**src/sv/mtlg_pkg.sv**
```systemverilog
// shared types and constants for the motion triggered launch gate
// no dependencies; used by the interfaces, the controller, the datapath and the top level
package mtlg_pkg;

	localparam int FRAC_BITS_DEF = 16;
	localparam int Q_W           = 24;
	localparam int SCALE_W       = 17;
	localparam int TIME_W        = 32;
	localparam int PROD_W        = 2 * Q_W;
	localparam int ADDR_W        = 3;

	localparam logic [Q_W-1:0]     MAX_Q      = '1;
	localparam logic [SCALE_W-1:0] SCALE_ONE  = 17'h10000;
	localparam logic [9:0]         SCALE_STEP = 10'd655;

	// item actions
	typedef enum logic [1:0] {
		ACT_TICK   = 2'd0,
		ACT_MOTION = 2'd1,
		ACT_START  = 2'd2,
		ACT_STOP   = 2'd3
	} act_t;

	// configuration register indexes
	typedef enum logic [ADDR_W-1:0] {
		REG_FIRE_MODE     = 3'd0,
		REG_RESTORE_RATE  = 3'd1,
		REG_TRIGGER_LEVEL = 3'd2,
		REG_FIRE_COST     = 3'd3,
		REG_MIN_GAP       = 3'd4,
		REG_MOTION_DECAY  = 3'd5,
		REG_CHARGE_GAIN   = 3'd6,
		REG_MOTION_POWER  = 3'd7
	} reg_idx_t;

	// datapath operations
	typedef enum logic [3:0] {
		OP_NONE       = 4'd0,
		OP_START      = 4'd1,
		OP_STOP       = 4'd2,
		OP_TICK_BEGIN = 4'd3,
		OP_MOTION     = 4'd4,
		OP_MOTION_POW = 4'd5,
		OP_REFILL     = 4'd6,
		OP_FIRE_DECAY = 4'd7,
		OP_CHG_MUL    = 4'd8,
		OP_CHG_ADD    = 4'd9,
		OP_CHG_FIRE   = 4'd10
	} op_t;

	typedef struct packed {
		op_t  op;
		logic load_item;
		logic load_out;
	} dp_cmd_t;

	typedef struct packed {
		act_t action;
		logic running;
		logic stop_drop;
		logic fire_mode;
	} dp_status_t;

endpackage

```
**src/sv/mtlg_ifs.sv**
```systemverilog
// channel interfaces: item input, result output and configuration write
// depends on mtlg_pkg for field widths
interface mtlg_item_if import mtlg_pkg::*; ();
	logic           valid;
	logic           ready;
	logic [1:0]     action;
	logic [Q_W-1:0] amount;

	modport source (output valid, action, amount, input ready);
	modport sink (input valid, action, amount, output ready);
endinterface

interface mtlg_result_if import mtlg_pkg::*; ();
	logic               valid;
	logic               ready;
	logic               fired;
	logic               is_active;
	logic [Q_W-1:0]     power_level;
	logic [Q_W-1:0]     motion_amount;
	logic [SCALE_W-1:0] ramp_scale;

	modport source (output valid, fired, is_active, power_level, motion_amount, ramp_scale,
		input ready);
	modport sink (input valid, fired, is_active, power_level, motion_amount, ramp_scale,
		output ready);
endinterface

interface mtlg_cfg_if import mtlg_pkg::*; ();
	logic              valid;
	logic              ready;
	logic [ADDR_W-1:0] addr;
	logic [Q_W-1:0]    data;

	modport source (output valid, addr, data, input ready);
	modport sink (input valid, addr, data, output ready);
endinterface

```
**src/sv/motion_triggered_launch_gate.sv**
```systemverilog
// top level of the motion triggered launch gate: controller plus datapath
// depends on mtlg_pkg, the channel interfaces in mtlg_ifs, mtlg_ctrl and mtlg_dp
//
// event trigger with a power credit. each item on src is a tick (amount = elapsed seconds),
// a motion report (amount = motion), a start or a stop, and each gives exactly one transfer
// on res holding the fire flag, the active flag, power, motion level and ramp scale after
// that item. values are unsigned q8.16 by default (FRAC_BITS fraction bits), sums saturate
// at all ones and differences stop at zero; the internal clock is q16.16 and wraps. in
// motion mode a tick refills power up to one and fires when motion has reached
// trigger_level, power exceeds fire_cost and min_gap has passed since the last fire; motion
// then clears and decays with time. in charge mode motion * dt * charge_gain becomes power
// and a fire clears power. a stop ramps the scale down and then the gate goes inactive.
// one item at a time: src is ready only when the sequencer is idle. start, stop and
// inactive ticks go straight to the result; motion adds a power step, a motion mode tick
// a refill and a fire and decay step, and a charge mode tick a multiply, add and fire step.
// the sequence follows the single shared 24x24 multiplier, which serves the refill, decay,
// charge and motion products one per cycle with its product registered. the result sits
// in an output register, so the next item is taken while a result still waits on res.
// cfg is always ready and must only be written while the gate is idle.

module motion_triggered_launch_gate import mtlg_pkg::*; #(
	parameter int FRAC_BITS = FRAC_BITS_DEF
) (
	input  logic          clk,
	input  logic          arst_n,
	mtlg_item_if.sink     src,
	mtlg_result_if.source res,
	mtlg_cfg_if.sink      cfg
);

	dp_cmd_t    cmd;
	dp_status_t status;

	// config writes are always accepted
	assign cfg.ready = 1'b1;

	// sequencer: one state per multiplier step
	mtlg_ctrl u_ctrl (
		.clk       (clk),
		.arst_n    (arst_n),
		.src_valid (src.valid),
		.src_ready (src.ready),
		.res_valid (res.valid),
		.res_ready (res.ready),
		.status    (status),
		.cmd       (cmd)
	);

	// registers, shared multiplier and result register
	mtlg_dp #(
		.FRAC_BITS (FRAC_BITS)
	) u_dp (
		.clk           (clk),
		.arst_n        (arst_n),
		.cmd           (cmd),
		.status        (status),
		.item_action   (src.action),
		.item_amount   (src.amount),
		.cfg_wr        (cfg.valid),
		.cfg_addr      (cfg.addr),
		.cfg_data      (cfg.data),
		.fired         (res.fired),
		.is_active     (res.is_active),
		.power_level   (res.power_level),
		.motion_amount (res.motion_amount),
		.ramp_scale    (res.ramp_scale)
	);

endmodule

```
**src/sv/mtlg_ctrl.sv**
```systemverilog
// sequencing state machine for the launch gate
// depends on mtlg_pkg; drives mtlg_dp through dp_cmd_t and reads dp_status_t
module mtlg_ctrl import mtlg_pkg::*; (
	input  logic       clk,
	input  logic       arst_n,
	input  logic       src_valid,
	output logic       src_ready,
	output logic       res_valid,
	input  logic       res_ready,
	input  dp_status_t status,
	output dp_cmd_t    cmd
);

	typedef enum logic [8:0] {
		S_IDLE       = 9'b000000001,
		S_EXEC       = 9'b000000010,
		S_REFILL     = 9'b000000100,
		S_FIRE_DECAY = 9'b000001000,
		S_CHG_MUL    = 9'b000010000,
		S_CHG_ADD    = 9'b000100000,
		S_CHG_FIRE   = 9'b001000000,
		S_MOT_POW    = 9'b010000000,
		S_DONE       = 9'b100000000
	} state_t;

	state_t state_q, state_d;
	logic   res_valid_q;

	assign src_ready = (state_q == S_IDLE);
	assign res_valid = res_valid_q;

	always_comb begin
		state_d       = state_q;
		cmd.op        = OP_NONE;
		cmd.load_item = 1'b0;
		cmd.load_out  = 1'b0;
		unique case (state_q)
			S_IDLE: begin
				if (src_valid) begin
					cmd.load_item = 1'b1;
					state_d       = S_EXEC;
				end
			end
			S_EXEC: begin
				unique case (status.action)
					ACT_TICK: begin
						if (!status.running) begin
							state_d = S_DONE;
						end else begin
							cmd.op = OP_TICK_BEGIN;
							if (status.stop_drop) begin
								state_d = S_DONE;
							end else if (status.fire_mode) begin
								state_d = S_CHG_MUL;
							end else begin
								state_d = S_REFILL;
							end
						end
					end
					ACT_MOTION: begin
						cmd.op  = OP_MOTION;
						state_d = S_MOT_POW;
					end
					ACT_START: begin
						cmd.op  = OP_START;
						state_d = S_DONE;
					end
					ACT_STOP: begin
						cmd.op  = OP_STOP;
						state_d = S_DONE;
					end
					default: state_d = S_DONE;
				endcase
			end
			S_REFILL: begin
				cmd.op  = OP_REFILL;
				state_d = S_FIRE_DECAY;
			end
			S_FIRE_DECAY: begin
				cmd.op  = OP_FIRE_DECAY;
				state_d = S_DONE;
			end
			S_CHG_MUL: begin
				cmd.op  = OP_CHG_MUL;
				state_d = S_CHG_ADD;
			end
			S_CHG_ADD: begin
				cmd.op  = OP_CHG_ADD;
				state_d = S_CHG_FIRE;
			end
			S_CHG_FIRE: begin
				cmd.op  = OP_CHG_FIRE;
				state_d = S_DONE;
			end
			S_MOT_POW: begin
				cmd.op  = OP_MOTION_POW;
				state_d = S_DONE;
			end
			S_DONE: begin
				if (!res_valid_q || res_ready) begin
					cmd.load_out = 1'b1;
					state_d      = S_IDLE;
				end
			end
			default: state_d = S_IDLE;
		endcase
	end

	always_ff @(posedge clk or negedge arst_n) begin
		if (!arst_n) begin
			state_q     <= S_IDLE;
			res_valid_q <= 1'b0;
		end else begin
			state_q <= state_d;
			if (cmd.load_out) begin
				res_valid_q <= 1'b1;
			end else if (res_ready) begin
				res_valid_q <= 1'b0;
			end
		end
	end

endmodule

```
**src/sv/mtlg_dp.sv**
```systemverilog
// datapath of the launch gate: config registers, trigger state, shared multiplier, result register
// depends on mtlg_pkg; sequenced by mtlg_ctrl
module mtlg_dp import mtlg_pkg::*; #(
	parameter int FRAC_BITS = FRAC_BITS_DEF
) (
	input  logic               clk,
	input  logic               arst_n,
	input  dp_cmd_t            cmd,
	output dp_status_t         status,
	input  logic [1:0]         item_action,
	input  logic [Q_W-1:0]     item_amount,
	input  logic               cfg_wr,
	input  logic [ADDR_W-1:0]  cfg_addr,
	input  logic [Q_W-1:0]     cfg_data,
	output logic               fired,
	output logic               is_active,
	output logic [Q_W-1:0]     power_level,
	output logic [Q_W-1:0]     motion_amount,
	output logic [SCALE_W-1:0] ramp_scale
);

	localparam int SH_R = (FRAC_BITS >= 16) ? FRAC_BITS - 16 : 0;
	localparam int SH_L = (FRAC_BITS < 16) ? 16 - FRAC_BITS : 0;
	localparam logic [Q_W-1:0] ONE_Q = (FRAC_BITS >= Q_W) ? MAX_Q : Q_W'(1 << FRAC_BITS);

	// configuration
	logic           fire_mode_q;
	logic [Q_W-1:0] restore_rate_q, trigger_level_q, fire_cost_q, min_gap_q;
	logic [Q_W-1:0] motion_decay_q, charge_gain_q, motion_power_q;

	// trigger state
	logic               running_q, stopping_q, fired_q;
	logic [SCALE_W-1:0] scale_q;
	logic [Q_W-1:0]     power_q, motion_q;
	logic [TIME_W-1:0]  clock_q, last_fire_q;

	// item and multiplier
	act_t              action_q;
	logic [Q_W-1:0]    amount_q;
	logic [PROD_W-1:0] prod_q;

	// result register
	logic               o_fired_q, o_active_q;
	logic [Q_W-1:0]     o_power_q, o_motion_q;
	logic [SCALE_W-1:0] o_scale_q;

	logic [TIME_W-1:0]  dq, gap_q16, since_fire;
	logic [PROD_W-1:0]  pshift;
	logic [Q_W-1:0]     psat;
	logic [PROD_W:0]    refill_sum;
	logic [Q_W:0]       psum, msum;
	logic [SCALE_W-1:0] scale_diff, scale_step;
	logic [26:0]        scale_prod;
	logic               gap_ok, fire_motion, fire_charge;
	logic [Q_W-1:0]     mul_a, mul_b;
	logic               mul_en;

	assign dq         = (TIME_W'(amount_q) >> SH_R) << SH_L;
	assign gap_q16    = (TIME_W'(min_gap_q) >> SH_R) << SH_L;
	assign since_fire = clock_q - last_fire_q;
	assign gap_ok     = (since_fire >= gap_q16);

	assign pshift     = prod_q >> FRAC_BITS;
	assign psat       = (|pshift[PROD_W-1:Q_W]) ? MAX_Q : pshift[Q_W-1:0];
	assign refill_sum = (PROD_W+1)'(power_q) + (PROD_W+1)'(pshift);
	assign psum       = (Q_W+1)'(power_q) + (Q_W+1)'(psat);
	assign msum       = (Q_W+1)'(motion_q) + (Q_W+1)'(amount_q);

	// ramp up toward one
	assign scale_diff = SCALE_ONE - scale_q;
	assign scale_prod = 27'(scale_diff) * 27'(SCALE_STEP);
	assign scale_step = SCALE_W'(scale_prod >> 16);

	assign fire_motion = (motion_q >= trigger_level_q) && (power_q > fire_cost_q) && gap_ok;
	assign fire_charge = (power_q >= trigger_level_q) && (power_q > fire_cost_q) && gap_ok;

	assign status.action    = action_q;
	assign status.running   = running_q;
	assign status.stop_drop = stopping_q && (dq >= TIME_W'(scale_q));
	assign status.fire_mode = fire_mode_q;

	// shared multiplier operand select
	always_comb begin
		mul_en = 1'b1;
		mul_a  = amount_q;
		mul_b  = amount_q;
		unique case (cmd.op)
			OP_TICK_BEGIN: mul_a = fire_mode_q ? motion_q : restore_rate_q;
			OP_MOTION:     mul_b = motion_power_q;
			OP_REFILL:     mul_a = motion_decay_q;
			OP_CHG_MUL: begin
				mul_a = psat;
				mul_b = charge_gain_q;
			end
			default:       mul_en = 1'b0;
		endcase
	end

	always_ff @(posedge clk) begin
		if (mul_en) begin
			prod_q <= PROD_W'(mul_a) * PROD_W'(mul_b);
		end
		if (cmd.load_item) begin
			action_q <= act_t'(item_action);
			amount_q <= item_amount;
		end
		if (cmd.load_out) begin
			o_fired_q  <= fired_q;
			o_active_q <= running_q;
			o_power_q  <= power_q;
			o_motion_q <= motion_q;
			o_scale_q  <= scale_q;
		end
	end

	always_ff @(posedge clk or negedge arst_n) begin
		if (!arst_n) begin
			fire_mode_q     <= 1'b0;
			restore_rate_q  <= 24'd13107;
			trigger_level_q <= 24'd32768;
			fire_cost_q     <= 24'd13107;
			min_gap_q       <= 24'd19661;
			motion_decay_q  <= 24'd65536;
			charge_gain_q   <= 24'd65536;
			motion_power_q  <= 24'd0;
			running_q       <= 1'b0;
			stopping_q      <= 1'b0;
			fired_q         <= 1'b0;
			scale_q         <= '0;
			power_q         <= ONE_Q;
			motion_q        <= '0;
			clock_q         <= '0;
			last_fire_q     <= '0;
		end else begin
			if (cfg_wr) begin
				unique case (reg_idx_t'(cfg_addr))
					REG_FIRE_MODE:     fire_mode_q     <= cfg_data[0];
					REG_RESTORE_RATE:  restore_rate_q  <= cfg_data;
					REG_TRIGGER_LEVEL: trigger_level_q <= cfg_data;
					REG_FIRE_COST:     fire_cost_q     <= cfg_data;
					REG_MIN_GAP:       min_gap_q       <= cfg_data;
					REG_MOTION_DECAY:  motion_decay_q  <= cfg_data;
					REG_CHARGE_GAIN:   charge_gain_q   <= cfg_data;
					REG_MOTION_POWER:  motion_power_q  <= cfg_data;
					default: ;
				endcase
			end
			if (cmd.load_item) begin
				fired_q <= 1'b0;
			end
			unique case (cmd.op) inside
				OP_START: begin
					stopping_q <= 1'b0;
					scale_q    <= '0;
					running_q  <= 1'b1;
					motion_q   <= '0;
					power_q    <= fire_mode_q ? '0 : ONE_Q;
				end
				OP_STOP: stopping_q <= 1'b1;
				OP_TICK_BEGIN: begin
					clock_q <= clock_q + dq;
					if (stopping_q) begin
						if (dq >= TIME_W'(scale_q)) begin
							scale_q   <= '0;
							running_q <= 1'b0;
						end else begin
							scale_q <= scale_q - SCALE_W'(dq);
						end
					end else begin
						scale_q <= scale_q + scale_step;
					end
				end
				OP_MOTION: motion_q <= msum[Q_W] ? MAX_Q : msum[Q_W-1:0];
				OP_MOTION_POW, OP_CHG_ADD: power_q <= psum[Q_W] ? MAX_Q : psum[Q_W-1:0];
				OP_REFILL: begin
					power_q <= (refill_sum > (PROD_W+1)'(ONE_Q)) ? ONE_Q : refill_sum[Q_W-1:0];
				end
				OP_FIRE_DECAY: begin
					if (fire_motion) begin
						power_q     <= power_q - fire_cost_q;
						last_fire_q <= clock_q;
						fired_q     <= 1'b1;
						motion_q    <= '0;
						if (restore_rate_q == '0) begin
							stopping_q <= 1'b1;
						end
					end else if (pshift >= PROD_W'(motion_q)) begin
						motion_q <= '0;
					end else begin
						motion_q <= motion_q - pshift[Q_W-1:0];
					end
				end
				OP_CHG_MUL: motion_q <= '0;
				OP_CHG_FIRE: begin
					if (fire_charge) begin
						power_q     <= '0;
						last_fire_q <= clock_q;
						fired_q     <= 1'b1;
					end
				end
				default: ;
			endcase
		end
	end

	assign fired         = o_fired_q;
	assign is_active     = o_active_q;
	assign power_level   = o_power_q;
	assign motion_amount = o_motion_q;
	assign ramp_scale    = o_scale_q;

endmodule
```
**src/flat_wrapper.sv**
```systemverilog
// flat-port wrapper written by rule: the top's interface ports become plain ports
module motion_triggered_launch_gate_flat import mtlg_pkg::*;
#(
	parameter int FRAC_BITS = FRAC_BITS_DEF
)
  (clk, arst_n, src_valid, src_action, src_amount, src_ready, res_valid, res_fired, res_is_active, res_power_level, res_motion_amount, res_ramp_scale, res_ready, cfg_valid, cfg_addr, cfg_data, cfg_ready);
  mtlg_item_if src_i ();
  mtlg_result_if res_i ();
  mtlg_cfg_if cfg_i ();
  input  logic clk;
  input  logic arst_n;
  input wire logic [$bits(src_i.valid)-1:0] src_valid;
  input wire logic [$bits(src_i.action)-1:0] src_action;
  input wire logic [$bits(src_i.amount)-1:0] src_amount;
  output wire logic [$bits(src_i.ready)-1:0] src_ready;
  output wire logic [$bits(res_i.valid)-1:0] res_valid;
  output wire logic [$bits(res_i.fired)-1:0] res_fired;
  output wire logic [$bits(res_i.is_active)-1:0] res_is_active;
  output wire logic [$bits(res_i.power_level)-1:0] res_power_level;
  output wire logic [$bits(res_i.motion_amount)-1:0] res_motion_amount;
  output wire logic [$bits(res_i.ramp_scale)-1:0] res_ramp_scale;
  input wire logic [$bits(res_i.ready)-1:0] res_ready;
  input wire logic [$bits(cfg_i.valid)-1:0] cfg_valid;
  input wire logic [$bits(cfg_i.addr)-1:0] cfg_addr;
  input wire logic [$bits(cfg_i.data)-1:0] cfg_data;
  output wire logic [$bits(cfg_i.ready)-1:0] cfg_ready;
  assign src_i.valid = src_valid;
  assign src_i.action = src_action;
  assign src_i.amount = src_amount;
  assign src_ready = src_i.ready;
  assign res_valid = res_i.valid;
  assign res_fired = res_i.fired;
  assign res_is_active = res_i.is_active;
  assign res_power_level = res_i.power_level;
  assign res_motion_amount = res_i.motion_amount;
  assign res_ramp_scale = res_i.ramp_scale;
  assign res_i.ready = res_ready;
  assign cfg_i.valid = cfg_valid;
  assign cfg_i.addr = cfg_addr;
  assign cfg_i.data = cfg_data;
  assign cfg_ready = cfg_i.ready;
  motion_triggered_launch_gate #(.FRAC_BITS(FRAC_BITS)) u_core (.clk(clk), .arst_n(arst_n), .src(src_i), .res(res_i), .cfg(cfg_i));
endmodule
```
**config.mk**
```make
export PLATFORM = sky130hd
export DESIGN_NAME = motion_triggered_launch_gate_flat
export DESIGN_NICKNAME = d
export VERILOG_FILES = /design/src/sv/mtlg_pkg.sv /design/src/sv/mtlg_ifs.sv /design/src/sv/motion_triggered_launch_gate.sv /design/src/sv/mtlg_ctrl.sv /design/src/sv/mtlg_dp.sv /design/src/flat_wrapper.sv
export SDC_FILE = /design/constraint.sdc
export NUM_CORES = 2
export LEC_CHECK = 0
export BUFFER_PORTS_ARGS = -buffer_cell sky130_fd_sc_hd__buf_2
export CORE_MARGIN = 10
export CORE_UTILIZATION = 45
export CTS_CLUSTER_SIZE = 16
export DETAILED_ROUTE_END_ITERATION = 10
export RECOVER_POWER = 100
export SLEW_MARGIN = 10
export SYNTH_ARGS = -nofsm -noshare
export SYNTH_HDL_FRONTEND = slang
export SYNTH_SLANG_ARGS = --single-unit
export TNS_END_PERCENT = 10
```
**constraint.sdc**
```tcl
create_clock -name clk -period 9.9 [get_ports clk]
set_input_delay 1.98 -clock clk [delete_from_list [all_inputs] [get_ports clk]]
set_output_delay 1.98 -clock clk [all_outputs]
set_load 0.01 [all_outputs]
```
* Word level (Yosys, flattened, before mapping)
Cells that the tools add are included.
** Storage, ports and cells
- Memories kept :: 0
- Latch bits :: 0
- Bits in writable memories :: 0
- Bits in registers :: 452
- Bits in read-only memories :: 0
- Input port bits :: 58
** Cells by class
- Div/mod/pow operators :: 0
- Mux-type cells :: 47
- Shift operators :: 0
- Bitwise logic cells :: 0
- Add/subtract/negate cells :: 10
- Equality and inequality tests :: 36
- Reduce and logical (&&, ||, !) cells :: 35
- Order comparisons :: 7
- Multiply operators :: 2
** Operators by type and width (count)
- $mux W24 :: 9
- $pmux W24 S3 :: 2
- $pmux W24 S5 :: 1
- $ge A32 B24 Y1 :: 2
- $mux W32 :: 2
- $pmux W32 S2 :: 1
- $pmux W9 S7 :: 1
- $mux W17 :: 3
- $add A24 B24 Y25 :: 2
- $ge A24 B24 Y1 :: 2
- $mul A24 B24 Y48 :: 1
- $pmux W24 S2 :: 1
- $sub A24 B24 Y24 :: 2
- $mux W9 :: 4
- $pmux W17 S2 :: 1
- $add A24 B32 Y33 :: 1
- $gt A33 B17 Y1 const B :: 1
- $add A32 B24 Y32 :: 1
- $sub A32 B32 Y32 :: 1
- $pmux W4 S7 :: 1
- $mul A17 B10 Y27 const B :: 1
- $pmux W9 S3 :: 1
- $ge A24 B17 Y1 :: 1
- $gt A24 B24 Y1 :: 1
- other kinds (44) :: 94

* Longest topological paths before layout
- Depth in word-level cells :: 7
- Mapped depth :: 42
- Mapped depth without buffers :: 40

* Hierarchy
Synthesis repeated with hierarchy kept, for this count alone.
** Second synthesis, totals
- Cell total of the unflattened synthesis :: 5558
- Area total of the unflattened synthesis :: 51460.6 sq um
** By module, submodules not included
- mtlg_dp :: cells each 5483, area an instance 50805.0 sq um, times used 1, sequential area each 11320.9 sq um
- mtlg_ctrl :: cells each 73, area an instance 644.4 sq um, times used 1, sequential area each 251.5 sq um
- motion_triggered_launch_gate :: cells each 2, area an instance 11.3 sq um, times used 1, sequential area each 0.0 sq um

* Least setup slack after synthesis
Ideal clock, no wire load.
- Kind :: register to register
- From :: register u_core.u_ctrl.state_q[3]
- To :: register u_core.u_dp.prod_q[39], data pin
- Stages on the path, launching flop included :: 41
- Setup time :: 262 ps
- Path buffers :: 4
- Slack :: -165 ps
- Required time :: 9638 ps
- Arrival time :: 9803 ps
- Clock period less this slack :: 10065 ps
- Cell sequence :: dfrtp_1 > buf_6 > or4_4 > or3_4 > or2_4 > clkinv_4 > a221o_2 > o2111a_1 > buf_4 > inv_1 > clkbuf_1 > a21oi_1 > clkbuf_1 > nand2_1 > fa_1 > inv_1 > fa_1 > inv_1 > [... 5 more ...] > inv_1 > fa_1 > inv_1 > fa_1 > inv_1 > ha_1 > a21o_1 > a21o_1 > a21o_1 > a41o_1 > a31o_2 > a221oi_1 > a21oi_2 > a21o_1 > a2111o_1 > a31oi_2 > o21ai_1 > xor2_1
** On the way
- Longest elaborated chain between the ends :: 5
- Elaborated cells on any way between the ends :: 15
** RTL lines
- start: declaration :: RTL line mtlg_ctrl.sv:26 : state_t state_q, state_d;
- start signal: assignment :: RTL line mtlg_ctrl.sv:114 : state_q <= state_d;
- $eq A9 B8 Y1, or another cell as far along :: RTL line mtlg_ctrl.sv:37 : unique case (state_q)
- $pmux W4 S7 * :: RTL line mtlg_ctrl.sv:37
- $eq A4 B4 Y1, or another cell as far along :: RTL line mtlg_dp.sv:87 : unique case (cmd.op)
- $pmux W24 S3 or $pmux W24 S2 (tied branches) :: RTL line mtlg_dp.sv:87
- $mul A24 B24 Y48 * :: RTL line mtlg_dp.sv:101 : prod_q <= PROD_W'(mul_a) * PROD_W'(mul_b);
- end signal: assignment :: RTL line mtlg_dp.sv:101
- end: declaration :: RTL line mtlg_dp.sv:40 : logic [PROD_W-1:0] prod_q;
Every way passes the cells marked *; elsewhere a longest branch is shown, timed or not.
A chain may end at the register's enable or synchronous reset.

* Worst setup path after layout
- From :: register u_core.u_dp.prod_q[47]
- To :: register u_core.u_dp.prod_q[39], data pin
** On the way
- Longest elaborated chain between the ends :: 4
** RTL lines
- $reduce_or A8 Y1 :: RTL line mtlg_dp.sv:64 : assign psat = (|pshift[PROD_W-1:Q_W]) ? MAX_Q : pshift[Q_W-1:0];
- $mux W24 :: RTL line mtlg_dp.sv:64
- $pmux W24 S3 :: RTL line mtlg_dp.sv:87
- $mul A24 B24 Y48 :: RTL line mtlg_dp.sv:101
Every way passes these cells.

==> results <==
- The post-layout worst setup margin is 315 ps.
- Entering global routing, the biggest net connects 157 pins.
- The initial antenna violation count is 6.
- The number of max-cap violations is 4.
- On the final layout, the worst clock skew is ~26 ps.
- The layout cell share with drive strength beyond 1 is 12.6%.
- The checks that failed: max-capacitance violations, max-slew violations.
- STA puts the critical path data required time at around 10000 ps.
- After clock tree synthesis, the clock-pin slew on the worst setup and hold paths is 60 ps.
- The post-detailed-placement half-perimeter wirelength is 143000 microns.
- The deepest clock path buffer count is 3.
- The number of nets in the synthesized netlist is roughly 6700.
- The category of the worst setup path capture point is a register.
- The path category of the worst min-delay check is reg -> reg.
- The detailed router placed between 40000 and 50000 vias in this run.
- At the end of the flow, the number of nets in the layout was around 6900.
- In this run the number of H-tree levels came out at 2.
- Averaged over all synthesized cells, the footprint is 9.26 sq um.
- Setup violations remaining at the end of the flow were counted as 0.
- The number of iterations in the first detailed-routing pass is 6.
- For this run, the leading register cell type out of synthesis is sky130_fd_sc_hd__dfrtp_1.
- Counting the fill cells in the layout gives 10600.
- The starting density of the core is 45.5%.
- The first global-routing pass estimated 268000 microns of wire.
- After detailed routing, the number of remaining DRC violations is 0.
- Pin placement for this block handled 128 I/O pins.
- The proportion of synthesized chip area in sequential cells is 22.6%.
- In the synthesized netlist the async set-or-reset flop fraction comes to between 70% and 80%.
- Counting the buffers created by CTS gives 50.
- After layout, the minimum clock period comes to 9590 ps.
- The overall routing resource usage is 27.7%.
- In this run, post-CTS hold repair placed 0 buffers.
- Summed over all layers, the routed wires come to 178000 microns.
- Of the available clock period, the critical path in the final layout requires 96.8%.
- The largest registers in the layout are u_core.u_dp.clock_q (32), u_core.u_dp.last_fire_q (32), u_core.u_dp.prod_q (32).
- Measured along the y axis, the die boundary spans 358 microns.
- The synthesized design contains 125 enable-type register cells.
- After detailed routing, the average wire length per cell comes to 24.4 microns.
- STA classifies the critical path startpoint as a register.
- The full die area is 128000 sq um.
- For this design, the slowest cell found on the critical path is sky130_fd_sc_hd__fa_1.
- The count of endpoints failing hold in the final timing report is 0.
- The largest fanout on the critical path is 24.
- The number of global-route vias before repair is 41800.
- In this run the tightest slew margin relative to its limit is -289%.
- Setup repair after global routing could not meet its margin everywhere.
- Clock tree synthesis selected as its root buffer the cell sky130_fd_sc_hd__clkbuf_16.
- The number of routed nets with antenna violations is 0.
- The critical setup path kind is reg -> reg.
- The placement-stage worst setup slack is 132 ps.
- The total clock sinks is 436.
- The global placement routability congestion is 1.01.
- Derived from the worst setup path, the maximum achievable clock frequency is 104 MHz.
- The die extent in x is approximately 360 microns.
- Relative to the synthesized area, the layout overhead comes to 11.1%.
- The synthesized netlist occupies a cell area of 51300 sq um.
- For this block, the initial DRC count from the detailed router was 3576.
- The placeable core area is 113000 sq um.
- The post-detailed-route via-to-cell ratio is 5.72.
- The total global routing overflow is 0.
- The run finished, with violations left.
- Data on the critical path arrives at its endpoint at 9940 ps.
- On the worst path, the slowest cell contributes a delay of 620 ps.
- The TritonCTS clock tree is done.
- For the pin with the worst max-slew slack, the measured transition is 5840 ps.
- Yosys printed 0 warnings.
- The cell count after synthesis is 5536.
- The final standard cell utilization of the core is about 50%.
- The most repeated library cell on the critical path is sky130_fd_sc_hd__fa_1.
- The site row count is 123.
- The number of distinct standard cells referenced by the synthesized netlist is 97.
- The synthesized design contains 436 register bits.
- The final number of max-transition violations came to 227.
- At the later pin of the worst-skew pair, clock insertion delay measures 630 ps.
- The quantity of I/O buffers inserted on ports is 126.
-- cell usage after synthesis, types with 10 or more instances --
| library cell | count | area share, % |
|---|---|---|
| sky130_fd_sc_hd__a21boi_0 | 20 | 0.29 |
| sky130_fd_sc_hd__nor3b_1 | 10 | 0.15 |
| sky130_fd_sc_hd__o21a_1 | 60 | 0.88 |
| sky130_fd_sc_hd__a211oi_1 | 19 | 0.28 |
| sky130_fd_sc_hd__dfrtp_1 | 282 | 14 |
| sky130_fd_sc_hd__o21ai_0 | 233 | 2.3 |
| sky130_fd_sc_hd__clkbuf_1 | 165 | 1.2 |
| sky130_fd_sc_hd__mux2_2 | 173 | 3.8 |
| sky130_fd_sc_hd__nand4_1 | 38 | 0.46 |
| sky130_fd_sc_hd__ha_1 | 585 | 14 |
| sky130_fd_sc_hd__and2_1 | 25 | 0.30 |
| sky130_fd_sc_hd__a21oi_1 | 279 | 2.7 |
| sky130_fd_sc_hd__xor2_1 | 90 | 1.5 |
| sky130_fd_sc_hd__nand2_1 | 494 | 3.6 |
| sky130_fd_sc_hd__a31oi_1 | 26 | 0.32 |
| sky130_fd_sc_hd__o211ai_1 | 30 | 0.44 |
| sky130_fd_sc_hd__or3_1 | 19 | 0.23 |
| sky130_fd_sc_hd__a211o_1 | 11 | 0.19 |
| sky130_fd_sc_hd__nor2_1 | 469 | 3.4 |
| sky130_fd_sc_hd__a221o_1 | 17 | 0.33 |
| sky130_fd_sc_hd__nand2b_1 | 72 | 0.88 |
| sky130_fd_sc_hd__o21ai_1 | 15 | 0.15 |
| sky130_fd_sc_hd__mux2i_1 | 32 | 0.62 |
| sky130_fd_sc_hd__a22oi_1 | 32 | 0.47 |
| sky130_fd_sc_hd__or2_2 | 27 | 0.33 |
| sky130_fd_sc_hd__edfxtp_1 | 125 | 7.3 |
| sky130_fd_sc_hd__inv_1 | 871 | 6.4 |
| sky130_fd_sc_hd__nand3_1 | 61 | 0.60 |
| sky130_fd_sc_hd__o31ai_1 | 12 | 0.18 |
| sky130_fd_sc_hd__o22ai_1 | 26 | 0.32 |
| sky130_fd_sc_hd__o21bai_1 | 25 | 0.37 |
| sky130_fd_sc_hd__nor3_1 | 61 | 0.60 |
| sky130_fd_sc_hd__xnor2_1 | 139 | 2.4 |
| sky130_fd_sc_hd__fa_1 | 540 | 21 |
| sky130_fd_sc_hd__nor4_1 | 25 | 0.30 |
| sky130_fd_sc_hd__and3_1 | 26 | 0.32 |
| sky130_fd_sc_hd__a221oi_1 | 13 | 0.22 |
| sky130_fd_sc_hd__a21o_1 | 156 | 2.3 |
| sky130_fd_sc_hd__nor2b_1 | 46 | 0.56 |
| sky130_fd_sc_hd__dfstp_2 | 29 | 1.5 |
| sky130_fd_sc_hd__a2111oi_0 | 10 | 0.17 |
-- cells in the final DEF (no fill, tap or decap), types with 90 or more instances in the layout --
cell type	Yosys	layout
sky130_fd_sc_hd__a21o_1	156	153
sky130_fd_sc_hd__a21oi_1	279	272
sky130_fd_sc_hd__buf_2	8	116
sky130_fd_sc_hd__buf_4	4	211
sky130_fd_sc_hd__dfrtp_1	282	282
sky130_fd_sc_hd__edfxtp_1	125	125
sky130_fd_sc_hd__fa_1	540	540
sky130_fd_sc_hd__ha_1	585	585
sky130_fd_sc_hd__inv_1	871	870
sky130_fd_sc_hd__mux2_2	173	173
sky130_fd_sc_hd__nand2_1	494	492
sky130_fd_sc_hd__nor2_1	469	467
sky130_fd_sc_hd__o21ai_0	233	223
sky130_fd_sc_hd__xnor2_1	139	136
sky130_fd_sc_hd__xor2_1	90	90
-- critical path, delay by kind of cell (launching register included) --
family	cells	cell delay (ps)
compound gates	10	1860
xor+xnor	1	140
fa+ha+maj	8	3880
buf+inv	9	1130
flops	1	380
simple gates	8	1910
-- kinds of logic (layout without fill, tap and decap cells) --
family                   after synthesis  after routing  synth area share, %
other                                  1              5              0.00731
flip-flops                           436            436                 22.6
XOR/XNOR                             229            229                 3.91
AND/OR/NAND/NOR                     1408           1408                 12.4
multiplexers                         205            205                 4.42
adder cells (fa/ha/maj)             1125           1125                 35.4
AO/OA/AOI/OAI                       1072           1072                 13.5
buffers and inverters               1060           1328                 7.83
-- through the flow --
stage	instances	setup TNS (ps)	hold WS (ps)	area, sq um
floorplan	5536	0	425	51300
global placement	7204	0	467	55000
detailed placement	7204	0	475	55000
CTS	7296	0	488	56700
global route	7304	-29.1	514	57000
finish	7308	0	484	57000
-- worst paths after layout --
path	start	endpoint	slack, ps	cells after the start
min in group asynchronous	arst_n	u_core.u_dp.last_fire_q[3]	3480	1
max in group asynchronous	arst_n	u_core.u_dp.charge_gain_q[23]	3110	1
worst min-delay path	u_core.u_dp.last_fire_q[1]	u_core.u_dp.last_fire_q[1]	480	2
worst min register to register	u_core.u_dp.last_fire_q[1]	u_core.u_dp.last_fire_q[1]	480	2
worst max register to register	u_core.u_dp.prod_q[47]	u_core.u_dp.prod_q[39]	310	36
worst max-delay path	u_core.u_dp.prod_q[47]	u_core.u_dp.prod_q[39]	310	36
-- layout make-up --
cell class | instances | area (sq um) | share of cell area [%]
Multi-Input combinational cell | 4040 | 36000 | 63.2
Sequential cell | 436 | 11600 | 20.3
Inverter | 874 | 3290 | 5.77
Timing Repair Buffer | 362 | 2530 | 4.45
Tap cell | 1500 | 1880 | 3.29
Clock buffer | 63 | 1350 | 2.37
Clock inverter | 29 | 334 | 0.586
Antenna cell | 4 | 10.0 | 0.0176
-- what timing repair did --
action	in CTS	in global routing
setup buffers	0	6
endpoints found under the setup margin	0	19
resized for setup	0	60
-- metal layers --
layer	track usage [%]	vias to the layer above	part of all wire [%]
li1	-	18900	-
met1	38.0	20800	43
met2	43.6	1680	44
met3	4.09	373	7.4
met4	11.8	0	5.1
met5	0	-	0
Power is left out: the tool's default activity adds up to more than one toggle a clock period on the data nets, which glitch-free logic cannot reach.
